### src/hdl/ctdr_pkg.sv
package ctdr_pkg;

  // Color kind codes, shared by input and result items
  localparam logic [1:0] KindDefault = 2'd0;
  localparam logic [1:0] KindRgb     = 2'd1;
  localparam logic [1:0] KindIndexed = 2'd2;

  // Color depth codes of the configuration register
  localparam logic [1:0] DepthTrue   = 2'd0;
  localparam logic [1:0] Depth256    = 2'd1;
  localparam logic [1:0] Depth16     = 2'd2;

  localparam logic [1:0] DepthReset  = DepthTrue;

  // Palette regions
  localparam logic [7:0] CubeFirst   = 8'd16;
  localparam logic [7:0] GrayFirst   = 8'd232;

  // Channel threshold for the sixteen-color map
  localparam logic [7:0] HalfLevel   = 8'd127;

  typedef struct packed {
    logic [1:0] color_kind;
    logic [7:0] red;
    logic [7:0] green;
    logic [7:0] blue;
    logic [7:0] palette_index;
  } in_item_t;

  typedef struct packed {
    logic [1:0] out_kind;
    logic [7:0] out_red;
    logic [7:0] out_green;
    logic [7:0] out_blue;
    logic [7:0] out_index;
  } out_item_t;

  typedef struct packed {
    logic [7:0] red;
    logic [7:0] green;
    logic [7:0] blue;
  } rgb_t;

endpackage

### src/hdl/ctdr_palette.sv
module ctdr_palette (
  input  logic [7:0]   index_i,
  output ctdr_pkg::rgb_t rgb_o
);

  // Channel levels of the 6x6x6 cube
  function automatic logic [7:0] cube_level(input logic [2:0] step);
    logic [7:0] lvl;
    begin
      case (step)
        3'd0:    lvl = 8'd0;
        3'd1:    lvl = 8'd95;
        3'd2:    lvl = 8'd135;
        3'd3:    lvl = 8'd175;
        3'd4:    lvl = 8'd215;
        default: lvl = 8'd255;
      endcase
      return lvl;
    end
  endfunction

  logic [7:0] base_lvl;
  logic [7:0] cube_off;
  logic [2:0] cube_r;
  logic [2:0] cube_g;
  logic [7:0] rem_r;
  logic [7:0] rem_g;
  logic [7:0] gray_lvl;

  // Split the cube offset into its three base-6 digits by comparison
  always_comb begin
    cube_off = index_i - ctdr_pkg::CubeFirst;
    cube_r   = 3'd0;
    for (int k = 1; k < 6; k++) begin
      if (cube_off >= 8'(36 * k)) cube_r = 3'(k);
    end
    rem_r  = cube_off - 8'(36 * cube_r);
    cube_g = 3'd0;
    for (int k = 1; k < 6; k++) begin
      if (rem_r >= 8'(6 * k)) cube_g = 3'(k);
    end
    rem_g = rem_r - 8'(6 * cube_g);
  end

  assign base_lvl = index_i[3] ? 8'd255 : 8'd128;
  assign gray_lvl = 8'(8 + 10 * (index_i - ctdr_pkg::GrayFirst));

  // Pick the palette region
  always_comb begin
    if (index_i < ctdr_pkg::CubeFirst) begin
      rgb_o.red   = index_i[0] ? base_lvl : 8'd0;
      rgb_o.green = index_i[1] ? base_lvl : 8'd0;
      rgb_o.blue  = index_i[2] ? base_lvl : 8'd0;
    end else if (index_i < ctdr_pkg::GrayFirst) begin
      rgb_o.red   = cube_level(cube_r);
      rgb_o.green = cube_level(cube_g);
      rgb_o.blue  = cube_level(rem_g[2:0]);
    end else begin
      rgb_o.red   = gray_lvl;
      rgb_o.green = gray_lvl;
      rgb_o.blue  = gray_lvl;
    end
  end

endmodule

### src/hdl/ctdr_reduce.sv
module ctdr_reduce (
  input  ctdr_pkg::in_item_t  item_i,
  input  logic [1:0]          depth_i,
  output ctdr_pkg::out_item_t result_o
);

  // Channel to cube step: v * 5 / 255, i.e. the count of multiples of 51 reached
  function automatic logic [2:0] cube_step(input logic [7:0] v);
    logic [2:0] s;
    begin
      s = 3'd0;
      for (int k = 1; k < 6; k++) begin
        if (v >= 8'(51 * k)) s = 3'(k);
      end
      return s;
    end
  endfunction

  ctdr_pkg::rgb_t pal_rgb;
  ctdr_pkg::rgb_t src_rgb;
  logic           pass;
  logic [2:0]     step_r;
  logic [2:0]     step_g;
  logic [2:0]     step_b;
  logic [7:0]     idx_256;
  logic [7:0]     idx_16;

  ctdr_palette u_palette (
    .index_i (item_i.palette_index),
    .rgb_o   (pal_rgb)
  );

  assign pass = (item_i.color_kind == ctdr_pkg::KindDefault) ||
                (depth_i == ctdr_pkg::DepthTrue) ||
                (depth_i == ctdr_pkg::Depth256 &&
                 item_i.color_kind == ctdr_pkg::KindIndexed);

  // Indexed input goes through the palette, anything else counts as RGB
  always_comb begin
    if (item_i.color_kind == ctdr_pkg::KindIndexed) begin
      src_rgb = pal_rgb;
    end else begin
      src_rgb.red   = item_i.red;
      src_rgb.green = item_i.green;
      src_rgb.blue  = item_i.blue;
    end
  end

  assign step_r  = cube_step(src_rgb.red);
  assign step_g  = cube_step(src_rgb.green);
  assign step_b  = cube_step(src_rgb.blue);
  assign idx_256 = 8'(16 + 36 * step_r + 6 * step_g + step_b);
  assign idx_16  = {5'd0,
                    src_rgb.blue  > ctdr_pkg::HalfLevel,
                    src_rgb.green > ctdr_pkg::HalfLevel,
                    src_rgb.red   > ctdr_pkg::HalfLevel};

  // Pass through unchanged or emit a newly indexed color
  always_comb begin
    if (pass) begin
      result_o.out_kind  = item_i.color_kind;
      result_o.out_red   = item_i.red;
      result_o.out_green = item_i.green;
      result_o.out_blue  = item_i.blue;
      result_o.out_index = item_i.palette_index;
    end else begin
      result_o.out_kind  = ctdr_pkg::KindIndexed;
      result_o.out_red   = 8'd0;
      result_o.out_green = 8'd0;
      result_o.out_blue  = 8'd0;
      result_o.out_index = (depth_i == ctdr_pkg::Depth256) ? idx_256 : idx_16;
    end
  end

endmodule

### src/hdl/terminal_color_depth_reducer_unit.sv
// Terminal color depth reducer.
// Input channel: in_item_i qualified by in_valid_i; a transfer happens on a
// rising edge with in_valid_i high and in_stall_o low. Output channel:
// out_item_o qualified by out_valid_o; a transfer happens with out_valid_o
// high and out_stall_i low.
// Configuration: cfg_data_i sets the color depth (true color, 256, 16) on an
// edge with cfg_valid_i high; cfg_ready_o is always high. Change it only
// while no item is in flight.
// Each item passes the input register and then the result register before
// it is shown on out_item_o. Throughput: one item per cycle while the
// receiver does not stall; the input register and the result register each
// hold one item and the conversion between them is short combinational logic.
// When the receiver stalls, the result stays put and the input register still
// takes one more item; in_stall_o rises only when both registers are full.
// Reset clears both valid flags and sets the depth to true color.
module terminal_color_depth_reducer_unit (
  input  logic                clk_i,
  input  logic                rst_ni,
  input  logic                in_valid_i,
  output logic                in_stall_o,
  input  ctdr_pkg::in_item_t  in_item_i,
  output logic                out_valid_o,
  input  logic                out_stall_i,
  output ctdr_pkg::out_item_t out_item_o,
  input  logic                cfg_valid_i,
  output logic                cfg_ready_o,
  input  logic [1:0]          cfg_data_i
);

  logic                in_valid_q;
  ctdr_pkg::in_item_t  in_item_q;
  logic                res_valid_q;
  ctdr_pkg::out_item_t res_q;
  ctdr_pkg::out_item_t res_d;
  logic [1:0]          depth_q;
  logic                in_adv;
  logic                res_adv;

  assign res_adv     = !res_valid_q || !out_stall_i;
  assign in_adv      = !in_valid_q || res_adv;
  assign in_stall_o  = !in_adv;
  assign cfg_ready_o = 1'b1;

  // Depth register
  always_ff @(posedge clk_i or negedge rst_ni) begin
    if (!rst_ni) begin
      depth_q <= ctdr_pkg::DepthReset;
    end else if (cfg_valid_i) begin
      depth_q <= cfg_data_i;
    end
  end

  // Input register
  always_ff @(posedge clk_i or negedge rst_ni) begin
    if (!rst_ni) begin
      in_valid_q <= 1'b0;
    end else if (in_adv) begin
      in_valid_q <= in_valid_i;
    end
  end

  always_ff @(posedge clk_i) begin
    if (in_adv && in_valid_i) begin
      in_item_q <= in_item_i;
    end
  end

  ctdr_reduce u_reduce (
    .item_i   (in_item_q),
    .depth_i  (depth_q),
    .result_o (res_d)
  );

  // Result register, held while the receiver stalls
  always_ff @(posedge clk_i or negedge rst_ni) begin
    if (!rst_ni) begin
      res_valid_q <= 1'b0;
    end else if (res_adv) begin
      res_valid_q <= in_valid_q;
    end
  end

  always_ff @(posedge clk_i) begin
    if (res_adv && in_valid_q) begin
      res_q <= res_d;
    end
  end

  assign out_valid_o = res_valid_q;
  assign out_item_o  = res_q;

endmodule

### config.mk
export PLATFORM = sky130hd
export DESIGN_NAME = terminal_color_depth_reducer_unit
export DESIGN_NICKNAME = d
export VERILOG_FILES = /design/src/hdl/ctdr_pkg.sv /design/src/hdl/ctdr_palette.sv /design/src/hdl/ctdr_reduce.sv /design/src/hdl/terminal_color_depth_reducer_unit.sv
export SDC_FILE = /design/constraint.sdc
export NUM_CORES = 1
export LEC_CHECK = 0
export BUFFER_PORTS_ARGS = -buffer_cell sky130_fd_sc_hd__buf_2
export CORE_UTILIZATION = 52
export DETAILED_ROUTE_END_ITERATION = 16
export PLACE_DENSITY = 0.85
export SETUP_SLACK_MARGIN = 0.5
export SLEW_MARGIN = 20
export SYNTH_ARGS = -nofsm -noshare
export SYNTH_HDL_FRONTEND = slang
export SYNTH_SLANG_ARGS = --single-unit
### constraint.sdc
create_clock -name clk_i -period 8.2 [get_ports clk_i]
set_input_delay 1.64 -clock clk_i [delete_from_list [all_inputs] [get_ports clk_i]]
set_output_delay 1.64 -clock clk_i [all_outputs]
set_load 0.05 [all_outputs]
==> flow_summary_export.csv <==
group,metric,value,unit
critical_path,required,8.32,ns
critical_path,cp_max_fo,7,
power_and_ir_drop,power.internal,0.0008301,W
power_and_ir_drop,seq_power_share,32.7,%
timing,fmax,132.3,MHz
finish,layout.nets,665,
power_and_ir_drop,powerDensity,226.3,nW/µm²
detailed_routing,wl_per_cell,19.66,µm
clocking,cts.clk_slew.worst_paths,0.09,ns
clocking,clock_latency,0.36,ns
synth,synth_edf_count,68,
critical_path,cp_common_cell,"ha_4",
die,die_x,100.3,µm
clocking,clockBufferDepth,2,
timing,setup_ws,0.6404,ns
synth,syn_inst,477,
global_routing,grt_overflow,0,
global_routing,grt_pass1_wl,21360,µm
detailed_routing,drt_iter0_markers,435,
critical_path,r2r_end,"out_item_o[7]$_DFFE_PP_",
detailed_routing,antenna_left,0,
critical_path,cp_slowest_cell,"or4_4",
placed_design,port_buffers,76,
detailed_routing,drc,0,
placed_design,place_ws,-0.006493,ns
clocking,cts_max_level,3,
power_and_ir_drop,pwr-share-comb,48.9,%
critical_path,crit_path_end_kind,"register",
synth,ys.flop_type,"edfxtp_1",
timing,drv_slew,0,
timing,slew_headroom,33.28,%
timing,min_period,7.560,ns
timing,finClkSkew,0.008974,ns
detailed_routing,routed_wl,14080,µm
die,die_h,100.3,µm
finish,area_growth,23.65,%
timing,rsz0062_at_grt,"yes",
synth,synthesis.nets,560,
synth,synthArstFlopShare,5.556,%
power_and_ir_drop,p_clk_share,18.5,%
power_and_ir_drop,switchingPower,0.0005747,W
clocking,cts_made_buffers,9,
die,coreArea,9284,µm²
global_routing,grt_max_degree,35,
die,rows,35,
critical_path,reg2reg_slack,0.64,ns
critical_path,startpoint_type,"register",
power_and_ir_drop,swShare,40.91,%
die,dieArea,10050,µm²
placed_design,post-dp-hpwl,9769,µm
timing,post-route-period-util,92.19,%
global_routing,antenna_found_initial,0,
synth,seq_area_frac_synth,42.67,%
clocking,cts_root_buffer,"clkbuf_8",
power_and_ir_drop,p_leak,2.644,nW
critical_path,path_class,"register to register",
min_path,hold_end,"out_valid_o$_DFFE_PN0P_",
global_routing,grt_usage,28.04,%
detailed_routing,firstDrtPassIters,6,
finish,fin_util,66.86,%
critical_path,reg2reg_from,"in_item_q[4]$_DFFE_PP_",
synth,ys_warn_count,0,
global_routing,grt_pass1_vias,4244,
die,start_util,54.07,%
timing,finalHoldViolCount,0,
synth,syn_area_per_cell,10.52,µm²
synth,ys_ff_latch,72,
detailed_routing,vias,4443,
timing,setup_viol_count_final,0,
clocking,tritoncts,"done",
run,maxCapViolations,0,
critical_path,cp.arrival,7.68,ns
placed_design,gp_congestion,0.9539,
die,pin_count,78,
detailed_routing,via_per_inst,6.205,
min_path,min_from,"in_valid_q$_DFFE_PN0N_",
synth,synthesis.area,5020,µm²
power_and_ir_drop,power,0.001405,W
finish,insertedDiodeCount,0,
min_path,hold_class,"register to register",
clocking,cts.sinks,72,
synth,synth_cell_types,86,
timing,worst_pin_slew,0.9965,ns
run_status,outcome,"completed",
critical_path,cp_slowest_stage_delay,0.53,ns
critical_path,reg2reg_depth,34,
power_and_ir_drop,vdd_drop_max,0.1563,mV
min_path,min_delay_path_depth,1,
finish,drive_above_1_share,32.88,%
==> metrics by stage <==
stage                     hold WS [ns]  cells  setup TNS, ns  area, µm²
after floorplan                 0.4434    477              0       5044
after global routing            0.5514    716              0       6207
final                           0.5091    716              0       6207
after global placement          0.4651    675              0       5605
after CTS                       0.5132    705              0       5966
after detailed placement        0.4821    675      -0.006493       5605
==> Yosys cell counts (all sizes together) (7+ instances only) <==
master   n  share of area (%)
a21o    12                1.8
a21oi   24                2.4
and2     8                1.0
and3    27                3.4
clkbuf  15                1.1
edfxtp  68                 41
ha      37                9.2
inv     34                2.5
nand2   24                1.8
nand2b   9                1.1
nand3   14                1.5
nor2    28                2.2
o21ai   24                2.5
o22ai    8                1.0
xnor2    7                1.4
xor2    10                1.9
==> cell families (layout without fill, tap and decap cells) <==
| logic type | count (synthesis) | count (layout) | share of synthesized area (%) |
|---|---|---|---|
| buffers and inverters | 55 | 165 | 4.437 |
| flip-flops | 72 | 72 | 42.67 |
| adder cells (fa/ha/maj) | 42 | 42 | 11.22 |
| XOR/XNOR | 18 | 18 | 3.714 |
| AO/OA/AOI/OAI | 140 | 140 | 20.81 |
| AND/OR/NAND/NOR | 144 | 144 | 16.03 |
| multiplexers | 5 | 5 | 1.047 |
| other | 1 | 1 | 0.07470 |
==> routing by layer <==
layer  up-vias  part of all wire [%]  global-route usage (%)
met3        47                   8.7                   6.407
met1      2116                    40                   36.29
met4         0                   3.2                   10.81
met5         -                     0                       0
li1       2022                     -                       -
met2       258                    48                   45.79
==> repair_timing <==
item | in CTS | in global routing
buffers inserted | 14 | 10
endpoints found under the hold margin | 0 | 0
pin swaps | 11 | 23
gates resized for setup | 16 | 28
hold buffers | 0 | 0
endpoints found under the setup margin | 5 | 6
cloned | 0 | 0
==> how the worst max path moves through the flow <==
stage	slack, ns	to	startpoint	cells after the start
floorplan	0.52	out_item_o[7]$_DFFE_PP_	in_item_q[5]$_DFFE_PP_	35
global placement	0.26	out_item_o[7]$_DFFE_PP_	in_item_q[4]$_DFFE_PP_	34
detailed placement	-0.006	out_item_o[7]$_DFFE_PP_	in_item_q[4]$_DFFE_PP_	34
CTS	0.50	out_item_o[7]$_DFFE_PP_	in_item_q[4]$_DFFE_PP_	34
global route	0.33	out_item_o[7]$_DFFE_PP_	in_item_q[5]$_DFFE_PP_	37
finish	0.64	out_item_o[7]$_DFFE_PP_	in_item_q[4]$_DFFE_PP_	34
==> cells in the final DEF (no fill, tap or decap), types with 4 or more instances in the layout <==
cell and count:
a211oi_1 4, a21o_1 12, a21oi_1 20, a21oi_2 4
and2_1 8, and3_1 27, buf_2 76, buf_4 37
clkbuf_8 9, dfrtp_1 4, edfxtp_1 68, ha_1 30
ha_4 6, inv_1 29, inv_2 5, nand2_1 24
nand2b_1 7, nand3_1 13, nor2_1 25, nor3_1 4
o211ai_1 5, o21ai_0 20, o21bai_1 4, o22ai_1 7
o31ai_1 4, xnor2_1 6, xor2_1 8
==> critical path, delay by kind of cell (launching register included) <==
family                   cells  cell delay [ns]
multiplexers                 1             0.15
buffers and inverters        7             0.81
AND/OR/NAND/NOR              5             1.49
adder cells (fa/ha/maj)      8             1.98
AO/OA/AOI/OAI               10             1.91
flip-flops                   1             0.42
XOR/XNOR                     3             0.53
==> cell type report <==
type	instances	area, µm²
inverter	34	127.6
timing repair buffer	115	684.4
multi-input combinational	350	2922
clock inverter	6	42.54
tap	129	161.4
fill	757	3077
clock buffer	10	127.6
sequential	72	2142
==> sequential cells by signal (all words and copies together), names as in the netlist <==
signal / flops
in_item_q: 34
out_item_o: 34
out_valid_o: 1
depth_q: 2
in_valid_q: 1
==> power by group through the flow <==
stage	combinational (W)	sequential, W	clock (W)
floorplan	0.000357	0.000530	0
global placement	0.000544	0.000466	0
detailed placement	0.000558	0.000468	0
CTS	0.000591	0.000459	0.000262
global route	0.000731	0.000463	0.000277
finish	0.000686	0.000459	0.000259
(Power assumes the default switching activity.)
